### src/hdl/mmx_pkg.sv
// Types, widths and constants of the motor mixer.
// No dependencies; used by every mixer module.
package mmx_pkg;

    localparam int ONE_Q14   = 16384;
    localparam int Q_SHIFT   = 14;
    localparam int CMD_W     = 16;
    localparam int GAIN_W    = 16;
    localparam int CNT_W     = 4;
    localparam int FIELD_W   = 6;
    localparam int LAYOUT_W  = 48;
    localparam int CFG_IDX_W = 3;
    localparam int IDX_OUT_W = 3;
    localparam int OUT_W     = 15;
    localparam int TERM_W    = 20;   // floor(cmd * gain / 2^14), sign included
    localparam int MIX_W     = 21;   // throttle plus three terms
    localparam int ADJ_W     = 22;   // mix plus airmode offset
    localparam int S_DATA_W  = 64;
    localparam int M_DATA_W  = 24;

    typedef enum logic [CFG_IDX_W-1:0] {
        REG_PITCH_GAIN = 3'd0,
        REG_ROLL_GAIN  = 3'd1,
        REG_YAW_GAIN   = 3'd2,
        REG_MOTOR_CNT  = 3'd3,
        REG_LAYOUT     = 3'd4
    } cfg_reg_t;

    typedef struct packed {
        logic [GAIN_W-1:0]   pitch_gain;
        logic [GAIN_W-1:0]   roll_gain;
        logic [GAIN_W-1:0]   yaw_gain;
        logic [CNT_W-1:0]    motor_count;
        logic [LAYOUT_W-1:0] layout;
    } cfg_t;

    // one operand set for the shared multiplier
    typedef struct packed {
        logic                    zero;   // sign factor 0
        logic                    neg;    // sign factor -1
        logic signed [CMD_W-1:0] cmd;
        logic [GAIN_W-1:0]       gain;
    } mul_req_t;

    // layout sign code 01 = +1, 11 = -1, others 0; flip negates the factor
    function automatic logic [1:0] sign_decode(input logic [1:0] code, input logic flip);
        logic zero;
        logic neg;
        zero = !((code == 2'b01) || (code == 2'b11));
        neg  = code[1] ^ flip;
        return {zero, neg};
    endfunction

endpackage

### src/hdl/mmx_cfg_regs.sv
// Configuration register file of the motor mixer.
// Depends on mmx_pkg.
module mmx_cfg_regs (
    input  logic                            aclk,
    input  logic                            aresetn,
    input  logic                            cfg_valid,
    output logic                            cfg_ready,
    input  logic [mmx_pkg::CFG_IDX_W-1:0]   cfg_index,
    input  logic [mmx_pkg::LAYOUT_W-1:0]    cfg_wdata,
    output mmx_pkg::cfg_t                   cfg
);
    import mmx_pkg::*;

    cfg_t cfg_reg;

    assign cfg_ready = 1'b1;
    assign cfg       = cfg_reg;

    always_ff @(posedge aclk) begin
        if (!aresetn) begin
            cfg_reg.pitch_gain  <= GAIN_W'(ONE_Q14);
            cfg_reg.roll_gain   <= GAIN_W'(ONE_Q14);
            cfg_reg.yaw_gain    <= GAIN_W'(ONE_Q14);
            cfg_reg.motor_count <= CNT_W'(4);
            cfg_reg.layout      <= '0;
        end else if (cfg_valid) begin
            case (cfg_reg_t'(cfg_index))
                REG_PITCH_GAIN: cfg_reg.pitch_gain  <= cfg_wdata[GAIN_W-1:0];
                REG_ROLL_GAIN:  cfg_reg.roll_gain   <= cfg_wdata[GAIN_W-1:0];
                REG_YAW_GAIN:   cfg_reg.yaw_gain    <= cfg_wdata[GAIN_W-1:0];
                REG_MOTOR_CNT:  cfg_reg.motor_count <= cfg_wdata[CNT_W-1:0];
                REG_LAYOUT:     cfg_reg.layout      <= cfg_wdata;
                default: ;
            endcase
        end
    end

endmodule

### src/hdl/mmx_mul_unit.sv
// Shared signed multiplier: sign * cmd * gain, floor-shifted by 14, registered.
// Depends on mmx_pkg.
module mmx_mul_unit (
    input  logic                                 aclk,
    input  mmx_pkg::mul_req_t                    req,
    output logic signed [mmx_pkg::TERM_W-1:0]    term
);
    import mmx_pkg::*;

    localparam int PROD_W = CMD_W + GAIN_W + 2;

    logic signed [CMD_W:0]    opa;
    logic signed [GAIN_W:0]   opb;
    logic signed [PROD_W-1:0] prod;
    logic signed [TERM_W-1:0] term_reg;

    always_comb begin
        if (req.zero) begin
            opa = '0;
        end else if (req.neg) begin
            opa = -((CMD_W+1)'(req.cmd));
        end else begin
            opa = (CMD_W+1)'(req.cmd);
        end
        opb  = $signed({1'b0, req.gain});
        prod = PROD_W'(opa) * PROD_W'(opb);
    end

    // arithmetic shift right = floor division by 2^14
    always_ff @(posedge aclk) begin
        term_reg <= prod[Q_SHIFT +: TERM_W];
    end

    assign term = term_reg;

endmodule

### src/hdl/multirotor_airmode_motor_mixer.sv
// Top level of the airmode motor mixer: sequencer, mix store, output register.
// Depends on mmx_pkg, mmx_cfg_regs, mmx_mul_unit.
//
//  channel  dir  handshake               payload
//  s_       in   s_tvalid / s_tready     s_tdata: throttle, pitch, roll, yaw
//  m_       out  m_tvalid / m_tready     m_tdata: motor_index, motor_output; m_tlast
//  cfg_     in   cfg_valid / cfg_ready   cfg_index, cfg_wdata
//
// One item at a time. Each enabled motor passes its pitch, roll and yaw
// products in turn through the one shared multiplier, then finishes its
// sum and takes a min/max compare; a disabled motor is skipped. Every
// result is formed in a load state and held in a send state until taken.
// s_tready is high only while idle. Synchronous active-low reset;
// configuration writes are always taken and are expected only while idle.
module multirotor_airmode_motor_mixer #(
    parameter int MAX_MOTORS = 8
) (
    input  logic                                aclk,
    input  logic                                aresetn,
    input  logic                                s_tvalid,
    output logic                                s_tready,
    // [15:0] throttle, [31:16] pitch_command, [47:32] roll_command,
    // [63:48] yaw_command
    input  logic [mmx_pkg::S_DATA_W-1:0]        s_tdata,
    output logic                                m_tvalid,
    input  logic                                m_tready,
    // [2:0] motor_index, [17:3] motor_output, [23:18] zero
    output logic [mmx_pkg::M_DATA_W-1:0]        m_tdata,
    output logic                                m_tlast,
    input  logic                                cfg_valid,
    output logic                                cfg_ready,
    input  logic [mmx_pkg::CFG_IDX_W-1:0]       cfg_index,
    input  logic [mmx_pkg::LAYOUT_W-1:0]        cfg_wdata
);
    import mmx_pkg::*;

    localparam int MIDX_W = (MAX_MOTORS > 1) ? $clog2(MAX_MOTORS) : 1;
    localparam int STEP_W = 2;
    localparam logic [STEP_W-1:0] STEP_PITCH = 2'd0;
    localparam logic [STEP_W-1:0] STEP_ROLL  = 2'd1;
    localparam logic [STEP_W-1:0] STEP_YAW   = 2'd2;
    localparam logic [STEP_W-1:0] STEP_SUM   = 2'd3;
    localparam logic signed [CMD_W-1:0] ONE_CMD = CMD_W'(ONE_Q14);
    localparam logic signed [MIX_W-1:0] ONE_MIX = MIX_W'(ONE_Q14);
    localparam logic signed [ADJ_W-1:0] ONE_ADJ = ADJ_W'(ONE_Q14);

    typedef enum logic [6:0] {
        ST_IDLE  = 7'b0000001,
        ST_MIX   = 7'b0000010,   // three products per enabled motor
        ST_EXTR  = 7'b0000100,   // min/max update
        ST_BOUND = 7'b0001000,   // overshoot / undershoot
        ST_SHIFT = 7'b0010000,   // airmode offset
        ST_LOAD  = 7'b0100000,   // form one result
        ST_SEND  = 7'b1000000    // hold result until taken
    } state_t;

    cfg_t     cfg;
    mul_req_t mul_req;
    logic signed [TERM_W-1:0] term;

    state_t state_reg, state_next;
    logic [MIDX_W-1:0] idx_reg, idx_next;
    logic [MIDX_W-1:0] last_reg, last_next;
    logic [STEP_W-1:0] step_reg, step_next;
    logic [OUT_W-1:0]  thr_reg, thr_next;
    logic signed [CMD_W-1:0] pc_reg, pc_next;
    logic signed [CMD_W-1:0] rc_reg, rc_next;
    logic signed [CMD_W-1:0] yc_reg, yc_next;
    logic signed [MIX_W-1:0] acc_reg, acc_next;
    logic signed [MIX_W-1:0] mn_reg, mn_next;
    logic signed [MIX_W-1:0] mx_reg, mx_next;
    logic any_reg, any_next;
    logic signed [MIX_W-1:0] over_reg, over_next;
    logic signed [MIX_W-1:0] under_reg, under_next;
    logic signed [ADJ_W-1:0] shift_reg, shift_next;
    logic [MAX_MOTORS-1:0] en_reg, en_next;
    logic [OUT_W-1:0] out_val_reg, out_val_next;
    logic out_last_reg, out_last_next;
    logic signed [MIX_W-1:0] mix_mem [MAX_MOTORS];
    logic mix_we;

    logic [FIELD_W-1:0]      field;
    logic [1:0]              sgn;
    logic signed [CMD_W-1:0] thr_in;
    logic [CNT_W-1:0]        cnt;
    logic [CNT_W-1:0]        cnt_m1;
    logic signed [MIX_W-1:0] thr_ext;
    logic signed [MIX_W-1:0] term_ext;
    logic signed [ADJ_W-1:0] sum;

    mmx_cfg_regs u_cfg (
        .aclk      (aclk),
        .aresetn   (aresetn),
        .cfg_valid (cfg_valid),
        .cfg_ready (cfg_ready),
        .cfg_index (cfg_index),
        .cfg_wdata (cfg_wdata),
        .cfg       (cfg)
    );

    mmx_mul_unit u_mul (
        .aclk (aclk),
        .req  (mul_req),
        .term (term)
    );

    assign s_tready = (state_reg == ST_IDLE);
    assign m_tvalid = (state_reg == ST_SEND);
    assign m_tdata  = {{(M_DATA_W - OUT_W - IDX_OUT_W){1'b0}}, out_val_reg,
                       IDX_OUT_W'(idx_reg)};
    assign m_tlast  = out_last_reg;

    // layout field of the current motor
    assign field    = cfg.layout[FIELD_W*idx_reg +: FIELD_W];
    assign thr_in   = s_tdata[CMD_W-1:0];
    assign cnt      = cfg.motor_count;
    assign cnt_m1   = cnt - CNT_W'(1);
    assign thr_ext  = MIX_W'({1'b0, thr_reg});
    assign term_ext = MIX_W'(term);
    assign sum      = ADJ_W'(mix_mem[idx_reg]) + shift_reg;

    // multiplier operands by step: pitch and roll enter negated, yaw by spin
    always_comb begin
        sgn = 2'b00;
        mul_req.cmd  = yc_reg;
        mul_req.gain = cfg.yaw_gain;
        case (step_reg)
            STEP_PITCH: begin
                sgn          = sign_decode(field[2:1], 1'b1);
                mul_req.cmd  = pc_reg;
                mul_req.gain = cfg.pitch_gain;
            end
            STEP_ROLL: begin
                sgn          = sign_decode(field[4:3], 1'b1);
                mul_req.cmd  = rc_reg;
                mul_req.gain = cfg.roll_gain;
            end
            default: begin
                sgn = {1'b0, field[5]};
            end
        endcase
        mul_req.zero = sgn[1];
        mul_req.neg  = sgn[0];
    end

    always_comb begin
        state_next    = state_reg;
        idx_next      = idx_reg;
        last_next     = last_reg;
        step_next     = step_reg;
        thr_next      = thr_reg;
        pc_next       = pc_reg;
        rc_next       = rc_reg;
        yc_next       = yc_reg;
        acc_next      = acc_reg;
        mn_next       = mn_reg;
        mx_next       = mx_reg;
        any_next      = any_reg;
        over_next     = over_reg;
        under_next    = under_reg;
        shift_next    = shift_reg;
        en_next       = en_reg;
        out_val_next  = out_val_reg;
        out_last_next = out_last_reg;
        mix_we        = 1'b0;

        case (state_reg)
            ST_IDLE: begin
                if (s_tvalid) begin
                    // throttle limited to 0..1.0
                    if (thr_in < 0) begin
                        thr_next = '0;
                    end else if (thr_in > ONE_CMD) begin
                        thr_next = OUT_W'(ONE_Q14);
                    end else begin
                        thr_next = thr_in[OUT_W-1:0];
                    end
                    pc_next   = s_tdata[2*CMD_W-1:CMD_W];
                    rc_next   = s_tdata[3*CMD_W-1:2*CMD_W];
                    yc_next   = s_tdata[4*CMD_W-1:3*CMD_W];
                    idx_next  = '0;
                    step_next = STEP_PITCH;
                    any_next  = 1'b0;
                    // count above the motor limit saturates
                    if (cnt > CNT_W'(MAX_MOTORS)) begin
                        last_next = MIDX_W'(MAX_MOTORS - 1);
                    end else begin
                        last_next = MIDX_W'(cnt_m1);
                    end
                    // zero motors: nothing to emit
                    if (cnt != '0) begin
                        state_next = ST_MIX;
                    end
                end
            end
            ST_MIX: begin
                case (step_reg)
                    STEP_PITCH: begin
                        if (!field[0]) begin
                            // disabled motor: no mix, skip the extremes
                            en_next[idx_reg] = 1'b0;
                            if (idx_reg == last_reg) begin
                                state_next = ST_BOUND;
                            end else begin
                                idx_next = idx_reg + MIDX_W'(1);
                            end
                        end else begin
                            step_next = STEP_ROLL;
                        end
                    end
                    STEP_ROLL: begin
                        acc_next  = thr_ext + term_ext;
                        step_next = STEP_YAW;
                    end
                    STEP_YAW: begin
                        acc_next  = acc_reg + term_ext;
                        step_next = STEP_SUM;
                    end
                    STEP_SUM: begin
                        acc_next         = acc_reg + term_ext;
                        mix_we           = 1'b1;
                        en_next[idx_reg] = 1'b1;
                        step_next        = STEP_PITCH;
                        state_next       = ST_EXTR;
                    end
                    default: ;
                endcase
            end
            ST_EXTR: begin
                if (!any_reg || acc_reg < mn_reg) begin
                    mn_next = acc_reg;
                end
                if (!any_reg || acc_reg > mx_reg) begin
                    mx_next = acc_reg;
                end
                any_next = 1'b1;
                if (idx_reg == last_reg) begin
                    state_next = ST_BOUND;
                end else begin
                    idx_next   = idx_reg + MIDX_W'(1);
                    state_next = ST_MIX;
                end
            end
            ST_BOUND: begin
                over_next  = (any_reg && mx_reg > ONE_MIX) ? mx_reg - ONE_MIX : '0;
                under_next = (any_reg && mn_reg < 0) ? -mn_reg : '0;
                state_next = ST_SHIFT;
            end
            ST_SHIFT: begin
                shift_next = ADJ_W'(under_reg) - ADJ_W'(over_reg);
                idx_next   = '0;
                state_next = ST_LOAD;
            end
            ST_LOAD: begin
                if (!en_reg[idx_reg] || sum < 0) begin
                    out_val_next = '0;
                end else if (sum > ONE_ADJ) begin
                    out_val_next = OUT_W'(ONE_Q14);
                end else begin
                    out_val_next = sum[OUT_W-1:0];
                end
                out_last_next = (idx_reg == last_reg);
                state_next    = ST_SEND;
            end
            ST_SEND: begin
                if (m_tready) begin
                    if (out_last_reg) begin
                        state_next = ST_IDLE;
                    end else begin
                        idx_next   = idx_reg + MIDX_W'(1);
                        state_next = ST_LOAD;
                    end
                end
            end
            default: begin
                state_next = ST_IDLE;
            end
        endcase
    end

    always_ff @(posedge aclk) begin
        if (!aresetn) begin
            state_reg <= ST_IDLE;
            step_reg  <= STEP_PITCH;
            any_reg   <= 1'b0;
        end else begin
            state_reg <= state_next;
            step_reg  <= step_next;
            any_reg   <= any_next;
        end
    end

    always_ff @(posedge aclk) begin
        idx_reg      <= idx_next;
        last_reg     <= last_next;
        thr_reg      <= thr_next;
        pc_reg       <= pc_next;
        rc_reg       <= rc_next;
        yc_reg       <= yc_next;
        acc_reg      <= acc_next;
        mn_reg       <= mn_next;
        mx_reg       <= mx_next;
        over_reg     <= over_next;
        under_reg    <= under_next;
        shift_reg    <= shift_next;
        en_reg       <= en_next;
        out_val_reg  <= out_val_next;
        out_last_reg <= out_last_next;
        if (mix_we) begin
            mix_mem[idx_reg] <= acc_next;
        end
    end

endmodule

### config.mk
export PLATFORM = sky130hd
export DESIGN_NAME = multirotor_airmode_motor_mixer
export DESIGN_NICKNAME = d
export VERILOG_FILES = /design/src/hdl/mmx_pkg.sv /design/src/hdl/mmx_cfg_regs.sv /design/src/hdl/mmx_mul_unit.sv /design/src/hdl/multirotor_airmode_motor_mixer.sv
export SDC_FILE = /design/constraint.sdc
export NUM_CORES = 2
export LEC_CHECK = 0
export BUFFER_PORTS_ARGS = -buffer_cell sky130_fd_sc_hd__buf_2
export CORE_ASPECT_RATIO = 0.75
export CORE_MARGIN = 2
export CORE_UTILIZATION = 55
export CTS_BUF_LIST = sky130_fd_sc_hd__clkbuf_2 sky130_fd_sc_hd__clkbuf_4 sky130_fd_sc_hd__clkbuf_8
export DETAILED_ROUTE_END_ITERATION = 10
export PLACE_DENSITY = 0.72
export SYNTH_ARGS = -nofsm -noshare
export SYNTH_HDL_FRONTEND = slang
export SYNTH_SLANG_ARGS = --single-unit
### constraint.sdc
create_clock -name aclk -period 10.2 [get_ports aclk]
set_clock_uncertainty 0.05 [all_clocks]
set_input_delay 1.02 -clock aclk [delete_from_list [all_inputs] [get_ports aclk]]
set_output_delay 1.02 -clock aclk [all_outputs]
set_load 0.01 [all_outputs]
# [Word level (Yosys, flattened, before mapping)]
# Memory sizes are Yosys's and may differ from the RTL's. A register that Yosys moved wholly into a read port is not among the register bits.
# Index checks and enable logic that the tools add are counted.
[classes] div=0 eq_ne=30 n_reduce_logical=35 shifts=1 multipliers=2 n_lt_le_gt_ge=11 addsub=9 n_mux=41 bitwise=5
[op_table] cell="one-hot mux 32 bit (2 select lines)" n=1
[op_table] cell="one-hot mux 7 bit (7 select lines)" n=1
[op_table] cell="variable part select 48 x 7 -> 6 bit" n=1
[op_table] cell="one-hot mux 21 bit (2 select lines)" n=1
[op_table] cell="2-to-1 mux 7 bit" n=5
[op_table] cell="multiplier 17 x 17 -> 34 bit" n=1
[op_table] cell="2-to-1 mux 17 bit" n=2
[op_table] cell="2-to-1 mux 15 bit" n=2
[op_table] cell="adder 21 x 22 -> 22 bit" n=1
[op_table] cell="> comparator 22 x 16 -> 1 bit, second input constant" n=1
[op_table] cell="< comparator 22 x 1 -> 1 bit, second input constant" n=1
[op_table] cell="subtractor 21 x 21 -> 22 bit" n=1
[op_table] cell="adder 16 x 20 -> 21 bit" n=1
[op_table] cell="adder 21 x 20 -> 21 bit" n=1
[op_table] cell="> comparator 21 x 16 -> 1 bit, second input constant" n=1
[op_table] cell="> comparator 21 bit" n=1
[op_table] cell="< comparator 21 x 1 -> 1 bit, second input constant" n=1
[op_table] cell="< comparator 21 bit" n=1
[op_table] cell="2-to-1 mux 21 bit" n=1
[op_table] cell="2-to-1 mux 3 bit" n=7
[op_table] cell="negator 21 bit" n=1
[op_table] cell="subtractor 21 x 15 -> 21 bit, second input constant" n=1
[op_table] cell="AND reduction 2 bit" n=9
[op_table] cell="negator 16 -> 17 bit" n=1
[op_table] cell="other kinds (52)" n=90
[word_totals] reg_bits=350 ramBits=168 out_inout_bits=28 inputBits=120 memories=1 romBits=0 word_cells=161 latchBits=0
[mem_list] name="mix_mem" depth=8 word_bits=21 rd=1 rd_ports_with_merged_regs=1 write_ports=1 line="multirotor_airmode_motor_mixer.sv:79" text="logic signed [MIX_W-1:0] mix_mem [MAX_MOTORS];"

# [Longest topological paths before layout]
[depth] depth_word=9 mapped_depth=36 mapped_depth_nobuf=33

# [Cells and area by module]
# From an unflattened synthesis, not the netlist that was laid out.
[unflattened] hier_cells=3236 area_unflattened_um2=35282.6
[modules_own_cells] module="multirotor_airmode_motor_mixer" n_inst=1 area_per_inst_um2=20150.6 seq_area_each_um2=11701.2 cells_each=1570
[modules_own_cells] module="mmx_mul_unit" n_inst=1 area_per_inst_um2=11332.1 seq_area_each_um2=400.4 cells_each=1280
[modules_own_cells] module="mmx_cfg_regs" n_inst=1 area_per_inst_um2=3799.9 seq_area_each_um2=2001.9 cells_each=386

# [Least setup slack after synthesis]
# OpenSTA, ideal clock, no wires.
[synth_path] path_type="reg2reg" start="register step_reg[1]" end="register u_mul.term_reg[17], in the netlist u_mul.term[17]" path_buffers=2 setup_time_ns=0.117 path_stages_with_launch=33 arrival_time_ns=7.971 period_less_slack_ns=8.138 t_required_ns=10.033 path_slack_ns=2.062 cell_sequence="dfxtp_1 -> inv_1 -> ha_1 -> buf_2 -> nor2_1 -> buf_2 -> a21oi_1 -> ha_1 -> and3_1 -> nand3_1 -> nor2_1 -> nor3b_1 -> o21ai_2 -> or2_2 -> fa_1 -> inv_1 -> fa_1 -> fa_1 -> fa_1 -> fa_1 -> inv_1 -> fa_1 -> inv_1 -> ha_1 -> a21o_1 -> a21oi_1 -> nor2b_1 -> nor2_1 -> a2bb2oi_1 -> a31oi_1 -> or2_2 -> a21o_1 -> xor2_1"
[synth_between] elab_chain_cells=6 elab_cells_between_ends=8 classes_between="add/sub: 1; mul: 1; eq/ne: 1; mux: 4; reduce/logical: 1"
[synth_rtl] element="start, declared" line="multirotor_airmode_motor_mixer.sv:64" text="logic [STEP_W-1:0] step_reg, step_next;"
[synth_rtl] element="start signal, assigned" line="multirotor_airmode_motor_mixer.sv:288" text="step_reg <= step_next;"
[synth_rtl] element="== test 2 x 1 -> 1 bit or zero test 2 bit (tied branches)" line="multirotor_airmode_motor_mixer.sv:127" text="case (step_reg)"
[synth_rtl] element="one-hot mux 32 bit (2 select lines)" line="multirotor_airmode_motor_mixer.sv:127"
[synth_rtl] element="negator 16 -> 17 bit" line="mmx_mul_unit.sv:21" text="opa = -((CMD_W+1)'(req.cmd));"
[synth_rtl] element="2-to-1 mux 17 bit" line="mmx_mul_unit.sv:20" text="end else if (req.neg) begin"
[synth_rtl] element="2-to-1 mux 17 bit" line="mmx_mul_unit.sv:18" text="if (req.zero) begin"
[synth_rtl] element="multiplier 17 x 17 -> 34 bit *" line="mmx_mul_unit.sv:26" text="prod = PROD_W'(opa) * PROD_W'(opb);"
[synth_rtl] element="net u_mul.prod[31]" line="mmx_mul_unit.sv:14" text="logic signed [PROD_W-1:0] prod;"
[synth_rtl] element="end signal, assigned" line="mmx_mul_unit.sv:31" text="term_reg <= prod[Q_SHIFT +: TERM_W];"
[synth_rtl] element="end, declared" line="mmx_mul_unit.sv:15" text="logic signed [TERM_W-1:0] term_reg;"
# Mark *: on every way through the listed nets, which the timed path passes. The rest lies on a longest branch.
# A chain may end at the register's enable or synchronous reset.

# [Worst setup path in the final report]
# Same ends and word-level chain as after synthesis.

==> flow_summary.toml <==
[logic_synthesis]
synthFlopType = "edfxtp_1"
yosys-top-cells-count = "inv_1 (459), nand2_1 (373), edfxtp_1 (367), fa_1 (280), nor2_1 (268)"
yosysWarnings = 0
syn_area_per_cell_um2 = 10.8
yosys.area_share.simple_pct = 12.2
postSynth.asyncResetShare_pct = 0
synth_compound_area_share_pct = 9.90
ys_ff_latch = 521
synthMuxAreaShare_pct = 4.81
synth_edf_count = 367
synth_xor_area_share_pct = 2.57
synth_area_um2 = 34700
synth_area_leaders = "edfxtp_1 (32%), fa_1 (16%), dfxtp_1 (8.9%)"
yosys.area.top_type = "edfxtp_1"
yosysSeqAreaShare_pct = 40.6
synth_most_common_cell = "inv_1"
synth_adder_area_share_pct = 23.3
synth_top_cell_area_share_pct = 31.7
syn_inst = 3215
ys_types = 87
synth_top_family_by_area = "adder cells"

[cts]
path_clk_slew_ns = 0.06
cts_root_buf = "clkbuf_8"
post_cts_buffers = 0
clock_sinks = 521
cts_inserted_buffers = 82
clock_path_buffers = 3
htreeDepth = 3
clock_latency_ns = 0.68
cts_resized = 0
cts_tree = "done"
cts_hold_buf = 0

[pwr]
p_total_mw = 5.92
power.density_nw_per_um2 = 156
p_leak_nw = 16.2
ir_drop_mv = 0.152

[sta]
slew_headroom_pct = 8.08
setup_ws_ns = 0.737
tightest_slew_ns = 1.37
setup-violations-final = 0
fin_crit_ns = 9.46
finalHoldViolations = 0
fin_crit_sh_pct = 92.8
rsz0062_at_grt = "no"
finalSetupTns_ns = 0
max_freq_ghz = 0.106
final_max_slew_viol_count = 0

[run]
cap_violations = 0

[critical_path]
crit_path_frequent_cell = "fa_1"
crit_fanout = 19
crit_arrival_ns = 9.97
crit_path_end_kind = "flip-flop"
cp_slowest_stage_delay_ns = 0.68
crit_required_ns = 10.71
path_class = "reg -> reg"
cpMaxStageDelayCell = "ha_1"
r2r_setup_slack_ns = 0.74
worst_setup_path_start_kind = "flip-flop"

[layout]
nFillCells = 4916
nNetsFinal = 3964
syn_to_final_growth_pct = 9.69
layoutNonFillerInstCount = 4242
final_util_pct = 61.2
largest_register_ffs = 168
drive_gt1_share_pct = 13.9

[route]
via_per_inst = 5.79
final_antenna_net_count = 0
wl_um = 88600
remaining_drc_errors = 0
dr.pass1.iters = 5
drtIter0Drc = 2561
avgRoutedWirePerCell_um = 20.9
vias = 24565

[placement]
portBuffers = 140
pre_cts_slack_ns = 0.897
place_congestion = 0.942
place_inst = 4091
dp_hpwl_um = 66900

[die]
die_w_um = 294
rows = 79
ios = 148
core_um2 = 62200
initial_utilization_pct = 55.8
die_area_um2 = 65200
die_h_um = 222

[global_routing]
grt_overflow = 0
grt_start_max_net_pins = 109
grt_pass1_wl_um = 141000
grt_antenna_before_repair = 4
grt_use_total_pct = 27.9
grt_pass1_vias = 24888

[hold_path]
hp-class = "reg -> reg"

[outcome]
outcome = "finished clean"
## final cells by class
class                   count  area, µm²  area share [%]
well taps                 810       1010            2.66
flip-flops and latches    521      14100            37.0
clock buffers             121       1490            3.91
diodes                      3       7.51          0.0197
clock inverters            27        241           0.634
inverters                 460       1730            4.53
repair buffers            189       1070            2.81
multi-input cells        2111      18400            48.4
## per-stage QoR
step | hold WS, ns | area, µm²
floorplan | 0.389 | 34700
global placement | 0.400 | 36300
detailed placement | 0.410 | 36300
CTS | 0.418 | 38100
global route | 0.438 | 38100
finish | 0.416 | 38100
## critical path, delay by kind of cell (launching register included)
kind	cells	cell delay, ns
simple gates	10	2.06
xor+xnor	1	0.13
flops	1	0.34
compound gates	6	1.87
fa+ha+maj	8	4.21
buf+inv	6	0.67
## report_power, final
group	internal [mW]	total (mW)	switching, mW
registers	2.42	2.51	0.0935
clock network	1.02	1.87	0.845
logic	0.585	1.54	0.958
## cell families (layout without fill, tap and decap cells)
| group | after synthesis | count (layout) |
|---|---|---|
| AOI/OAI and AO/OA | 494 | 494 |
| buffers and inverters | 588 | 797 |
| DFF | 521 | 521 |
| xor gates and xnor gates | 101 | 101 |
| other | 2 | 10 |
| and+or+nand+nor | 928 | 928 |
| adders and majority gates | 479 | 479 |
| muxes | 102 | 102 |
## cell usage in the layout (no fill, tap or decap), drive strengths merged, types with 74 or more instances in the layout
cell    Yosys  routed
nand2     374     374
fa        280     280
inv       460     466
nor2      274     274
buf        35     189
a21oi     105     105
clkbuf     93     121
edfxtp    367     367
a21boi     99      99
dfxtp     154     154
o21ai      74      74
ha        199     199
## worst paths after layout
kind | startpoint | endpoint | cells after the start
max | step_reg[1] | u_mul.term[17] | 31
min | u_cfg.cfg[9] | u_cfg.cfg[9] | 2
max reg2reg | step_reg[1] | u_mul.term[17] | 31
min reg2reg | u_cfg.cfg[9] | u_cfg.cfg[9] | 2
## per-layer routing
metal	GRT usage [%]	vias up	share of wire, %
li1	-	11163	-
met1	43.0	12121	45
met2	39.8	1145	42
met3	6.50	136	11
met4	6.95	0	2.0
met5	0	-	0
Note: power is estimated with default switching activity, not from simulation.
